==> src/rtl/dasp_sqrt.sv <==
// Pipelined integer square root, one root bit per stage, side data carried along.
// Generic; no package dependency.
module dasp_sqrt #(
	parameter int N      = 21,
	parameter int SIDE_W = 8
) (
	input  logic              clk,
	input  logic              arst_n,
	input  logic              en,
	input  logic              in_vld,
	input  logic [2*N-1:0]    rad,
	input  logic [SIDE_W-1:0] side_in,
	output logic              out_vld,
	output logic [N-1:0]      root,
	output logic [SIDE_W-1:0] side_out
);
	logic [2*N-1:0]    rad_s  [N];
	logic [N+1:0]      rem_s  [N];
	logic [N-1:0]      root_s [N];
	logic [SIDE_W-1:0] side_s [N];
	logic              vld_s  [N];

	for (genvar k = 0; k < N; k++) begin : g_stage
		logic [2*N-1:0]    rad_p;
		logic [N+1:0]      rem_p, rem_sh, trial;
		logic [N-1:0]      root_p;
		logic [SIDE_W-1:0] side_p;
		logic              vld_p, ge;

		if (k == 0) begin : g_first
			assign rad_p  = rad;
			assign rem_p  = '0;
			assign root_p = '0;
			assign side_p = side_in;
			assign vld_p  = in_vld;
		end else begin : g_next
			assign rad_p  = rad_s[k-1];
			assign rem_p  = rem_s[k-1];
			assign root_p = root_s[k-1];
			assign side_p = side_s[k-1];
			assign vld_p  = vld_s[k-1];
		end

		assign rem_sh = {rem_p[N-1:0], rad_p[2*N-1 -: 2]};
		assign trial  = {root_p, 2'b01};
		assign ge     = rem_sh >= trial;

		always_ff @(posedge clk or negedge arst_n) begin
			if (!arst_n) vld_s[k] <= 1'b0;
			else if (en) vld_s[k] <= vld_p;
		end

		always_ff @(posedge clk) begin
			if (en) begin
				rad_s[k]  <= {rad_p[2*N-3:0], 2'b00};
				rem_s[k]  <= ge ? rem_sh - trial : rem_sh;
				root_s[k] <= {root_p[N-2:0], ge};
				side_s[k] <= side_p;
			end
		end
	end

	assign out_vld  = vld_s[N-1];
	assign root     = root_s[N-1];
	assign side_out = side_s[N-1];
endmodule

==> config.mk <==
export PLATFORM = sky130hd
export DESIGN_NAME = dasp_sqrt
export DESIGN_NICKNAME = d
export VERILOG_FILES = /design/src/rtl/dasp_sqrt.sv
export SDC_FILE = /design/constraint.sdc
export NUM_CORES = 2
export LEC_CHECK = 0
export BUFFER_PORTS_ARGS = -buffer_cell sky130_fd_sc_hd__clkbuf_2
export CAP_MARGIN = 40
export CORE_AREA = 2 2 350 352
export CTS_CLUSTER_SIZE = 10
export DETAILED_ROUTE_END_ITERATION = 8
export DIE_AREA = 0 0 352 354
export SLEW_MARGIN = 20
export SYNTH_ARGS = -nofsm -noshare
export SYNTH_HDL_FRONTEND = slang
export SYNTH_SLANG_ARGS = --single-unit
==> constraint.sdc <==
create_clock -name clk -period 3.4 [get_ports clk]
set_clock_uncertainty 0.05 [all_clocks]
set_input_delay 0.17 -clock clk [delete_from_list [all_inputs] [get_ports clk]]
set_output_delay 0.17 -clock clk [all_outputs]
set_load 0.01 [all_outputs]
## Word-level counts from Yosys, hierarchy flattened

Memory sizes are Yosys's and may differ from the RTL's.
Index checks and enable logic that the tools add are counted.
Widths: inputs -> output; s select.

- $add $sub $neg: 21
- $lt $le $gt $ge: 21
- Mux-type cells: 23

Operator list:

| cell | number |
|---|---|
| $mux 23 | 21 |
| $ge 23x23->1 | 20 |
| $sub 23x23->23 | 20 |
| $sub 2x1->3 const B | 1 |
| $ge 2x1->1 const B | 1 |
| $mux 1 | 2 |

- Register bits: 21
- RAM bits: 1932
- Input port bits: 54
- Logic and storage cells: 90
- Memories: 4

Memory list:

| name | words | bits a word | read ports | clocked after Yosys merged registers in | write ports | RTL line | text |
|---|---|---|---|---|---|---|---|
| rad_s | 21 | 40 | 20 | 0 | 21 | 17 | `logic [2*N-1:0] rad_s [N];` |
| rem_s | 21 | 23 | 20 | 0 | 21 | 18 | `logic [N+1:0] rem_s [N];` |
| root_s | 21 | 21 | 21 | 0 | 21 | 19 | `logic [N-1:0] root_s [N];` |
| side_s | 21 | 8 | 21 | 0 | 21 | 20 | `logic [SIDE_W-1:0] side_s [N];` |

## Depth between registers and ports, before layout

An unclocked memory read counts as a cell.

- Word-level depth: 3
- Mapped depth: 13
- Mapped depth without buffers: 11

## Worst setup path before layout

OpenSTA, ideal clock, no wires.

- Path kind: register to register
- Start: mem rem_s[2][77] (netlist name)
- End: mem rem_s[3][19] (netlist name) (data pin)
- Arrival: 2700 ps
- Required time: 3092 ps
- Setup slack: 392 ps
- Stages on the path, launching flop included: 10
- Buffers on the path: 1
- Cell sequence: edfxtp_1 -> ha_1 -> clkbuf_1 -> nand2_1 -> or4b_2 -> o31ai_1 -> nor4_1 -> nor3_1 -> or3b_2 -> xnor2_1

RTL lines:

| element | RTL line |
|---|---|
| start, declared | 18 |

==> metrics.md <==
| Metric | Value |
|---|---|
| CTS sink count | 1234 |
| Die height | 354 um |
| Cell row count | 128 |
| First-pass GRT wire length | 150000 um |
| Clk_lat worst skew | 0.75 ns |
| Setup ws final | approximately 0.13 ns |
| Initial Utilization | 44.7% |
| Asr flop ratio synth | 1.70% |
| CP max stage delay | roughly 0.44 ns |
| Dpl ws | 0.0531 ns |
| Max H-tree Level | 4 |
| Post-synthesis mux area share | 1.17% |
| Commonest non-fill, non-tap cell in the layout | edfxtp_1 |
| Worst rel slew slack | 52.9% |
| Placed inst area | ~57000 um^2 |
| Power per Cell Area | 646 nW/um^2 |
| Synth Area in Adders | 5.86% |
| Most frequent cells in the layout | edfxtp_1 (1213), inv_1 (350), ha_1 (253) |
| # Max-Cap Violations | 0 |
| Register area share after synthesis | roughly two thirds |
| Ratio of final minimum period to clock period | 96.3% |
| Share of layout cells above drive strength 1 | under 10% |
| Overall Global Routing Usage | between 10% and 20% |
| Drt pass-1 iters | 5 |
| Clock Path Buffers | 3 |
| Critical-path cell list | ha_1 > and3_1 > a221oi_1 > o21ai_1 > a21bo_2 > a31oi_1 > o211ai_1 > buf_12 > mux2_2 |
| Cell Area, Synth | roughly 54000 um^2 |
| P&R area growth vs syn | 14.3% |
| Startpoint Class | flip-flop |
| Root Buffer | clkbuf_16 |
| Vias in the first global route | 29.6k |
| Logic pwr share | between 10% and 20% |
| Initial antenna violation count | 0 |
| Worst vdd ir | between 500 and 600 uV |
| Internal | 29.8 mW |
| # port buffers | 83 |
| Synth Area in XOR/XNOR | a little under 5% |
| Setup CP Type | reg -> reg |
| Tmin final | 3.27 ns |
| Synth cell types | 79 |
| Residual DRC count | 0 |
| Slew at the pin with the worst max-slew slack | 0.707 ns |
| CP delay by family, top | compound AO/OA/AOI/OAI gates |
| Yosys reg bits | 1234 |
| Nets | roughly 4.5k |
| Post-route setup TNS | 0 ns |
| Post-route cell area | 61800 um^2 |
| Crit path buffers/inverters | 1 |
| Routed wire per std cell | 15.6 um |
| CORE AREA | 121000 um^2 |
| Combinational family with the most area after synthesis | compound AO/OA/AOI/OAI gates |
| Mapped Nets | approximately 4.2k |
| Sw frac | between 20% and 30% |
| CP Max Fanout | 31 |
| Power, Total | 39.9 mW |
| Die width | 352 um |
| Syn_area_per_cell | between 10 and 15 um^2 |
| Via count | 29.9k |
| Synth Area in Simple Gates | 8.35% |
| Largest net degree at the start of global routing | roughly 110 |
| Ys flop type | edfxtp_1 |
| Number of synthesized flops with an enable pin | 1213 |
| Cts bufs inserted | 145 |
| Arrival time at the worst endpoint | roughly 3.7 ns |
| Required time of the critical path | 3.83 ns |
| Synth Instances | 3892 |
| Switch Pwr | 10.1 mW |
| IO Pins | 84 |
| Worst hold path type | in -> reg |
| Complex-gate fraction of the synthesized area | 8.42% |
| Initial drt markers | 2091 |
| Fin. Hold Viols | 0 |
| Drt total wl | 91800 um |
| Setup crit end kind | flip-flop |
| Warnings, synthesis | 0 |
| Antenna diodes | 0 |
| Vias per inst | 5.09 |
| Max Freq | just over 0.3 GHz |
| Final RePlAce weighted congestion | 0.874 |
| Post-DP HPWL | 62700 um |
| WHS | 0.0895 ns |
| Die area | 125000 um^2 |
| CP max-delay cell | a221oi_1 |
| Endpoints failing setup | 0 |
| CTS clk-pin slew, worst paths | 0.05 ns |
| Post-detailed-route count of antenna-violating nets | 0 |
| GRT overflow | 0 |
| Fraction of power consumed by the clock network | 33.9% |
| Pins Over Slew Limit | 0 |
| CTS tree | built |
| Outcome | finished clean |
| Leak pwr | between 20 and 25 nW |
| Seq pwr share | 49.9% |
cell families (layout without fill, tap and decap cells):
kind of cell / after synthesis / in the layout
xor+xnor: 303 / 303
buf+inv: 415 / 778
mux: 57 / 57
fa+ha+maj: 253 / 253
flops: 1234 / 1234
simple gates: 905 / 905
other cells: 1 / 1
compound gates: 724 / 724
stage by stage:
step	util, %	instances
5_1_grt	51.1	5880
3_3_place_gp	47.2	5615
4_1_cts	51.0	5874
3_5_place_dp	47.2	5615
6_report	51.1	5880
2_1_floorplan	-	3892
cells in the mapped netlist, types with 5 or more instances:
cell type	instances	area, um^2
ha_1	253	3170
nor3_1	90	450
xor2_1	118	1030
nand3_1	56	280
and2_1	6	37.5
or3_1	30	188
o21ai_0	160	801
a211o_1	7	61.3
inv_1	350	1310
a211oi_1	20	150
o211ai_1	16	120
dfrtp_1	21	526
a21o_1	75	563
and3_1	18	113
nand4_1	36	225
a21oi_1	239	1200
o21a_1	52	390
nand4b_1	10	87.6
nand3b_1	14	105
o41ai_1	6	52.6
a41oi_1	5	43.8
edfxtp_1	1213	36400
or4_1	21	158
a21boi_0	11	82.6
or2_2	14	87.6
nand2_1	208	781
nand2b_1	36	225
a2111oi_0	8	70.1
nor2_1	239	897
nor3b_1	10	75.1
nor2b_1	41	257
xnor2_1	185	1620
buf_2	7	35.0
mux2i_1	6	60.1
o31a_1	8	70.1
a221o_1	5	50.1
nor4_1	53	332
o31ai_1	25	188
o21bai_1	12	90.1
nor4b_1	5	43.8
a31oi_1	22	138
mux2_2	51	574
clkbuf_1	54	203
power groups by stage:
stage	Clock, mW	Combinational [mW]	Sequential [mW]
global placement	0	6.24	20.2
floorplan	0	4.70	19.8
finish	13.5	6.45	19.9
global route	14.6	7.28	20.1
CTS	14.1	6.41	19.9
detailed placement	0	6.31	20.2
routing by layer:
metal  global-route usage [%]  up-vias  share of wire, %
met5                        0        -                 0
met4                     5.91        0               2.7
met3                     2.85      169               3.8
met2                     25.1      514                49
met1                     18.9    14200                45
li1                         -    15000                 -
worst register-to-register path, delay by kind of cell, from the launching register on:
kind                     cells  cell delay (ns)
AND/OR/NAND/NOR              1             0.22
flip-flops                   1             0.39
multiplexers                 1             0.30
AO/OA/AOI/OAI                5             1.44
buffers and inverters        1             0.24
adder cells (fa/ha/maj)      1             0.38
worst paths after layout:
kind                               startpoint               end  slack, ns  cells after the start
max in group asynchronous              arst_n  g_stage[5].vld_p       2.47                      4
min in group asynchronous              arst_n  g_stage[2].vld_p       0.50                      4
worst max register to register   rem_s[3][74]       rem_s[4][4]       0.13                      9
worst min register to register  side_s[2][31]     side_s[2][39]       0.36                      0
worst min-delay path                   rad[4]       rad_s[0][4]       0.09                      2
worst max-delay path             rem_s[3][74]       rem_s[4][4]       0.13                      9
sequential cells by signal, summed over array words and instances, names as in the netlist:
signal / flops
rad_s: 420
out_vld: 1
rem_s: 394
side_s: 168
root_s: 231
g_stage.vld_p: 20
cell type report:
class	instances	area, um^2
clock buffer	180	3870
timing repair buffer	228	1830
fill	10200	59100
tap	1625	2030
sequential	1234	37000
inverter	351	1320
clock inverter	19	203
multi-input combinational	2243	15600
repair_timing:
action / in CTS / in global routing
buffers inserted: 0 / 5
hold buffers: 60 / 1
gates resized for setup: 0 / 11
endpoints found under the setup margin: 0 / 63
hold endpoints to repair: 155 / 21
(Power assumes the default switching activity.)
