File: src/rtl/dasp_div.sv
// Pipelined restoring divider, one quotient bit per stage, side data carried along.
// Generic; no package dependency.
module dasp_div #(
	parameter int NUM_W  = 37,
	parameter int DEN_W  = 19,
	parameter int Q_W    = 17,
	parameter int SIDE_W = 2
) (
	input  logic              clk,
	input  logic              arst_n,
	input  logic              en,
	input  logic              in_vld,
	input  logic [NUM_W-1:0]  num,
	input  logic [DEN_W-1:0]  den,
	input  logic [SIDE_W-1:0] side_in,
	output logic              out_vld,
	output logic [Q_W-1:0]    quo,
	output logic [SIDE_W-1:0] side_out
);
	localparam int W = (NUM_W > DEN_W + Q_W) ? NUM_W : DEN_W + Q_W;

	logic [W-1:0]      rem_s  [Q_W];
	logic [Q_W-1:0]    q_s    [Q_W];
	logic [DEN_W-1:0]  den_s  [Q_W];
	logic [SIDE_W-1:0] side_s [Q_W];
	logic              vld_s  [Q_W];

	for (genvar k = 0; k < Q_W; k++) begin : g_stage
		logic [W-1:0]      rem_p, dsh;
		logic [Q_W-1:0]    q_p;
		logic [DEN_W-1:0]  den_p;
		logic [SIDE_W-1:0] side_p;
		logic              vld_p, ge;

		if (k == 0) begin : g_first
			assign rem_p  = W'(num);
			assign q_p    = '0;
			assign den_p  = den;
			assign side_p = side_in;
			assign vld_p  = in_vld;
		end else begin : g_next
			assign rem_p  = rem_s[k-1];
			assign q_p    = q_s[k-1];
			assign den_p  = den_s[k-1];
			assign side_p = side_s[k-1];
			assign vld_p  = vld_s[k-1];
		end

		assign dsh = W'(den_p) << (Q_W - 1 - k);
		assign ge  = rem_p >= dsh;

		always_ff @(posedge clk or negedge arst_n) begin
			if (!arst_n) vld_s[k] <= 1'b0;
			else if (en) vld_s[k] <= vld_p;
		end

		always_ff @(posedge clk) begin
			if (en) begin
				rem_s[k]  <= ge ? rem_p - dsh : rem_p;
				q_s[k]    <= {q_p[Q_W-2:0], ge};
				den_s[k]  <= den_p;
				side_s[k] <= side_p;
			end
		end
	end

	assign out_vld  = vld_s[Q_W-1];
	assign quo      = q_s[Q_W-1];
	assign side_out = side_s[Q_W-1];
endmodule

File: config.mk
export PLATFORM = sky130hd
export DESIGN_NAME = dasp_div
export DESIGN_NICKNAME = d
export VERILOG_FILES = /design/src/rtl/dasp_div.sv
export SDC_FILE = /design/constraint.sdc
export NUM_CORES = 2
export LEC_CHECK = 0
export BUFFER_PORTS_ARGS = -buffer_cell sky130_fd_sc_hd__buf_2
export CAP_MARGIN = 40
export CORE_MARGIN = 2
export CORE_UTILIZATION = 63
export CTS_CLUSTER_DIAMETER = 40
export DETAILED_ROUTE_END_ITERATION = 10
export PLACE_DENSITY = 0.8
export SYNTH_ARGS = -nofsm -noshare
export SYNTH_HDL_FRONTEND = slang
export SYNTH_SLANG_ARGS = --single-unit
export TNS_END_PERCENT = 50
File: constraint.sdc
create_clock -name clk -period 7.97 [get_ports clk]
set_clock_uncertainty 0.1 [all_clocks]
set_input_delay 1.594 -clock clk [delete_from_list [all_inputs] [get_ports clk]]
set_output_delay 1.594 -clock clk [all_outputs]
set_load 0.05 [all_outputs]
Word level (Yosys, flattened, before mapping)
Memories as Yosys holds them, arrays and structs flattened.
Index checks and enable logic that the tools add are counted.
Word-level totals
  bits in registers: 17
  bits in writable memories: 1275
  bits of input ports: 62
  output and inout bits: 20
  word-level logic and storage cells: 74
  memories: 4
Memories
  rem_s: words 17, width 37, rd ports 16, clocked after Yosys merged registers in 0, wr ports 17, RTL line 22  | logic [W-1:0] rem_s [Q_W];
  den_s: words 17, width 19, rd ports 16, clocked after Yosys merged registers in 0, wr ports 17, RTL line 24  | logic [DEN_W-1:0] den_s [Q_W];
  q_s: words 17, width 17, rd ports 17, clocked after Yosys merged registers in 0, wr ports 17, RTL line 23  | logic [Q_W-1:0] q_s [Q_W];
  side_s: words 17, width 2, rd ports 17, clocked after Yosys merged registers in 0, wr ports 17, RTL line 25  | logic [SIDE_W-1:0] side_s [Q_W];
Cells by class
  add/subtract/negate cells: 17
  $lt $le $gt $ge: 17
  mux-type cells: 19
Operator list (number)
  2-to-1 mux 37 bit: 17
  greater-or-equal comparator 37 x 19 -> 1 bit: 1
  greater-or-equal comparator 37 x 20 -> 1 bit: 1
  greater-or-equal comparator 37 x 21 -> 1 bit: 1
  greater-or-equal comparator 37 x 22 -> 1 bit: 1
  greater-or-equal comparator 37 x 23 -> 1 bit: 1
  greater-or-equal comparator 37 x 24 -> 1 bit: 1
  greater-or-equal comparator 37 x 25 -> 1 bit: 1
  greater-or-equal comparator 37 x 26 -> 1 bit: 1
  greater-or-equal comparator 37 x 27 -> 1 bit: 1
  greater-or-equal comparator 37 x 28 -> 1 bit: 1
  greater-or-equal comparator 37 x 29 -> 1 bit: 1
  greater-or-equal comparator 37 x 30 -> 1 bit: 1
  greater-or-equal comparator 37 x 31 -> 1 bit: 1
  greater-or-equal comparator 37 x 32 -> 1 bit: 1
  greater-or-equal comparator 37 x 33 -> 1 bit: 1
  greater-or-equal comparator 37 x 34 -> 1 bit: 1
  greater-or-equal comparator 37 x 35 -> 1 bit: 1
  subtractor 37 x 19 -> 37 bit: 1
  subtractor 37 x 20 -> 37 bit: 1
  subtractor 37 x 21 -> 37 bit: 1
  subtractor 37 x 22 -> 37 bit: 1
  subtractor 37 x 23 -> 37 bit: 1
  subtractor 37 x 24 -> 37 bit: 1
  12 further kinds: 13

Depth between registers and ports, before layout
An unclocked memory read counts as a cell.
  depth in word-level cells: 3
  gate-level depth with buffers: 15
  gate-level depth less buffers: 14

Worst setup path before layout
No wires, ideal clock.
  path kind: in2reg
  start point: in den[3]
  end point: mem rem_s[0][30] (netlist name), data pin
  library setup time: 260 ps
  arrival: 4055 ps
  required time: 7610 ps
  path slack: 3555 ps
  stages: 11
  buffers on the path: 1
  path through: inv_1 -> ha_1 -> a21o_1 -> o21ai_0 -> a21oi_1 -> a31o_2 -> a21oi_1 -> nor3_1 -> or4_1 -> clkbuf_1 -> mux2_2
RTL lines
  from (decl): RTL line 14  | input logic [DEN_W-1:0] den,
  to (decl): RTL line 22

==> PnR_summary.wiki <==
{| class="wikitable"
! Metric !! Value
|-
| Setup TNS Final || 0 ns
|-
| WP data arrival || between 5 and 6 ns
|-
| Number of DRC violations after detailed-routing iteration 0 || roughly 2.6k
|-
| Wire length of the first global-routing pass || around 190,000 um
|-
| Minimum period implied by the final worst setup slack || 4.80 ns
|-
| Initial standard-cell utilization of the core || 0.635
|-
| Cell area after placement || between 50,000 and 60,000 um^2
|-
| Endpoint kind of the worst setup timing path || register
|-
| Drt total wl || approximately 120,000 um
|-
| Top-level port count || just over 80
|-
| Startpoint-to-endpoint class of the critical path || reg2reg
|-
| Quantity of I/O buffers inserted on ports || between 80 and 90
|-
| Number of gates given a new drive strength after cts || 0
|-
| Count of vias placed by the detailed router || 37.2k
|-
| Delay contributed by the slowest stage of the critical path || around 0.70 ns
|-
| Fin nets || 5,268
|-
| Crit path buf inv count || 4
|-
| Total inserted antenna cells || 0
|-
| CP startpoint kind || register
|-
| Final instance area || approximately 63,000 um^2
|-
| Peak clock frequency supported by timing || approximately 210 MHz
|-
| Number of global-route vias before repair || around 38k
|-
| Full die area || a little over 90,000 um^2
|-
| Share of layout cells above drive strength 1 || 0.101
|-
| Buffers inserted during post-CTS setup optimization || 0
|-
| Number of clock sinks seen by CTS || 1,100
|-
| Remaining antenna violation count || 0
|-
| Cell family with the largest share of critical-path delay || compound AO/OA/AOI/OAI gates
|-
| Measured slew at the worst slew-check pin || approximately 0.99 ns
|-
| Worst-path cell chain || inv_1 -> ha_1 -> inv_1 -> fa_1 -> a21o_1 -> a21o_1 -> a211oi_1 -> o21ai_0 -> a211oi_1 -> and3_2 -> buf_4 -> inv_2 -> mux2_4
|-
| Number of antenna violations at the first check in global routing || 1
|-
| Max H-tree Level || 4
|-
| Placer Congestion || 0.930
|-
| Number of synthesized flops with an enable pin || about 1.1k
|-
| Sequential-to-total area share from yosys stat || 0.587
|-
| Synth cell types || 85
|-
| Source-to-sink clock delay at the later pin of the worst-skew pair || roughly 0.76 ns
|-
| Smallest hold slack || a little over 0.3 ns
|-
| Average cell area after synthesis || about 12 um^2
|-
| Bufs on Longest Clock Path || 3
|-
| Synthesized area || 56,100 um^2
|-
| Die Height || roughly 300 um
|-
| Synth Warn # || 0
|-
| Aggregate global routing overflow || 0
|-
| Worst vdd rail ir drop || roughly 250 uV
|-
| Worst slew margin || 0.339
|-
| Count of placed standard cells including taps || between 5k and 6k
|-
| Dominant combinational cell family by area after synthesis || compound AO/OA/AOI/OAI gates
|-
| Commonest non-fill, non-tap cells in the layout || edfxtp_1 (1,083), inv_1 (435), nand2_1 (360)
|-
| Hold-fix buffers, CTS || 0
|-
| Portion of netlist area occupied by mux cells || 0.0164
|-
| Power Total || 22.5 mW
|-
| Leading cell type in the layout, fill and taps excluded || edfxtp_1
|-
| Remaining routing DRC violations || 0
|-
| Synth top area share || 0.579
|-
| Core Region || around 90,000 um^2
|-
| Synth Area in Simple Gates || 0.110
|-
| Power Dens Cells || between 300 and 400 nW/um^2
|-
| Biggest fanout along the worst timing path || 23
|-
| CTS tree || done
|-
| Number of endpoints with negative hold slack in the final report || 0
|-
| Clock slew seen by the registers of the worst setup and hold paths || 0.06 ns
|-
| Final worst slack || around 3.2 ns
|-
| Synth async-reset ratio || 0.0155
|-
| Clock root buffer || clkbuf_16
|-
| Setup violation total in the final timing report || 0
|-
| Post-layout instance count excluding filler cells || 6,152
|-
| Leading cell types by total area after synthesis || edfxtp_1 (58%), ha_1 (7.2%), xnor2_1 (3.0%), xor2_1 (2.9%), inv_1 (2.9%)
|-
| Growth of design area from synthesis to finish || 12.6%
|-
| Count of TritonRoute iterations in the first routing pass || 7
|-
| Overall Global Routing Usage || 0.267
|-
| X dimension of the die || ~300 um
|-
| Number of violations of the max-capacitance limit || 0
|-
| Maximum number of pins on one net before global-route repair || between 150 and 200
|-
| Cell count after synthesis || 4,682
|-
| Number of CTS-inserted buffers || about 150
|-
| Row count || 109
|-
| Critical path's slowest cell || a211oi_1
|-
| Vias per cell || a little over 6
|-
| Path category of the worst min-delay check || reg2reg
|-
| Flip-flop and latch count after synthesis || about 1.1k
|-
| Reported leakage power || ~25 nW
|-
| Pins Over Slew Limit || 0
|-
| Dominant synthesized flop cell || edfxtp_1
|-
| Unrepaired setup endpoints after global routing || no
|-
| Leading area contributor after synthesis || edfxtp_1
|-
| Post-Synth XOR/XNOR Area || 0.0590
|-
| Compound-cell area share of the yosys netlist || 0.115
|-
| Utilization of the core after routing || 0.715
|-
| Required @ worst endpoint || between 8 and 9 ns
|-
| Half-perimeter wire length of the detailed placement result || 84,200 um
|-
| Run status || finished clean
|-
| Number of nets in the synthesized netlist || just over 5k
|-
| Final Cycle Share || 0.603
|-
| Routed wire length per instance || a little under 20 um
|-
| Place WS || around 3.0 ns
|-
| Share of synthesized cell area in full adder, half adder and majority cells || 0.0777
|}
flip-flops by register name, indices dropped and copies added (netlist names):
register and flops:
den_s 304, g_stage.vld_p 16, out_vld 1, q_s 153
rem_s 592, side_s 34
layer usage:
metal	part of all wire	vias up	global-route usage	wire length, um
li1	-	17700	-	-
met1	0.34	17800	0.252	40800
met2	0.56	1205	0.528	68200
met3	0.040	422	0.0404	4860
met4	0.062	2	0.170	7490
met5	0.000082	-	0	10
kinds of logic (layout without fill, tap and decap cells):
logic type,count (synthesis),count (layout)
DFF,1100,1100
muxes,82,82
AOI/OAI and AO/OA,1026,1026
adders and majority gates,339,339
xor gates and xnor gates,378,378
and+or+nand+nor,1242,1242
buffers and inverters,515,820
path summary, 6_finish.rpt:
check,startpoint,cells past startpoint,to,slack [ns]
max in group asynchronous,arst_n,1,g_stage[14].vld_p$_DFFE_PN0P_,6.83
setup / recovery,rem_s[0][519]$_DFFE_PP_,13,rem_s[0][570]$_DFFE_PP_,3.17
hold / removal,q_s[0][195]$_DFFE_PP_,0,q_s[0][213]$_DFFE_PP_,0.31
min in group asynchronous,arst_n,1,g_stage[15].vld_p$_DFFE_PN0P_,0.67
hold reg to reg,q_s[0][195]$_DFFE_PP_,0,q_s[0][213]$_DFFE_PP_,0.31
setup reg to reg,rem_s[0][519]$_DFFE_PP_,13,rem_s[0][570]$_DFFE_PP_,3.17
final cells by class:
class | count | area, um^2
timing repair buffer | 111 | 732
fill | 5754 | 25100
clock inverter | 110 | 1400
inverter | 439 | 1650
multi-input combinational | 3067 | 21300
sequential | 1100 | 32900
clock buffer | 160 | 3770
tap | 1165 | 1460
synth_stat cells, types with 17 or more instances:
library cell / number
o21a_1: 55
a31oi_1: 34
or3_1: 36
and3_1: 39
or2_2: 22
nor4b_1: 21
nand2_1: 360
or4_1: 21
o21bai_1: 34
o211ai_1: 23
nand4_1: 64
xor2_1: 188
nand2b_1: 53
a21oi_1: 289
a211oi_1: 27
xnor2_1: 190
o21ai_0: 268
dfrtp_1: 17
edfxtp_1: 1083
a21o_1: 113
clkbuf_1: 60
nor3_1: 102
nor2b_1: 50
inv_1: 435
nor4_1: 74
o31ai_1: 36
nor2_1: 279
mux2_2: 74
ha_1: 323
nand3_1: 60
power by group:
group	switching, mW	internal (mW)
Combinational	3.94	2.95
Sequential	0.765	7.99
Clock	2.62	4.23
No activity file was read; power rests on OpenSTA's default activity.
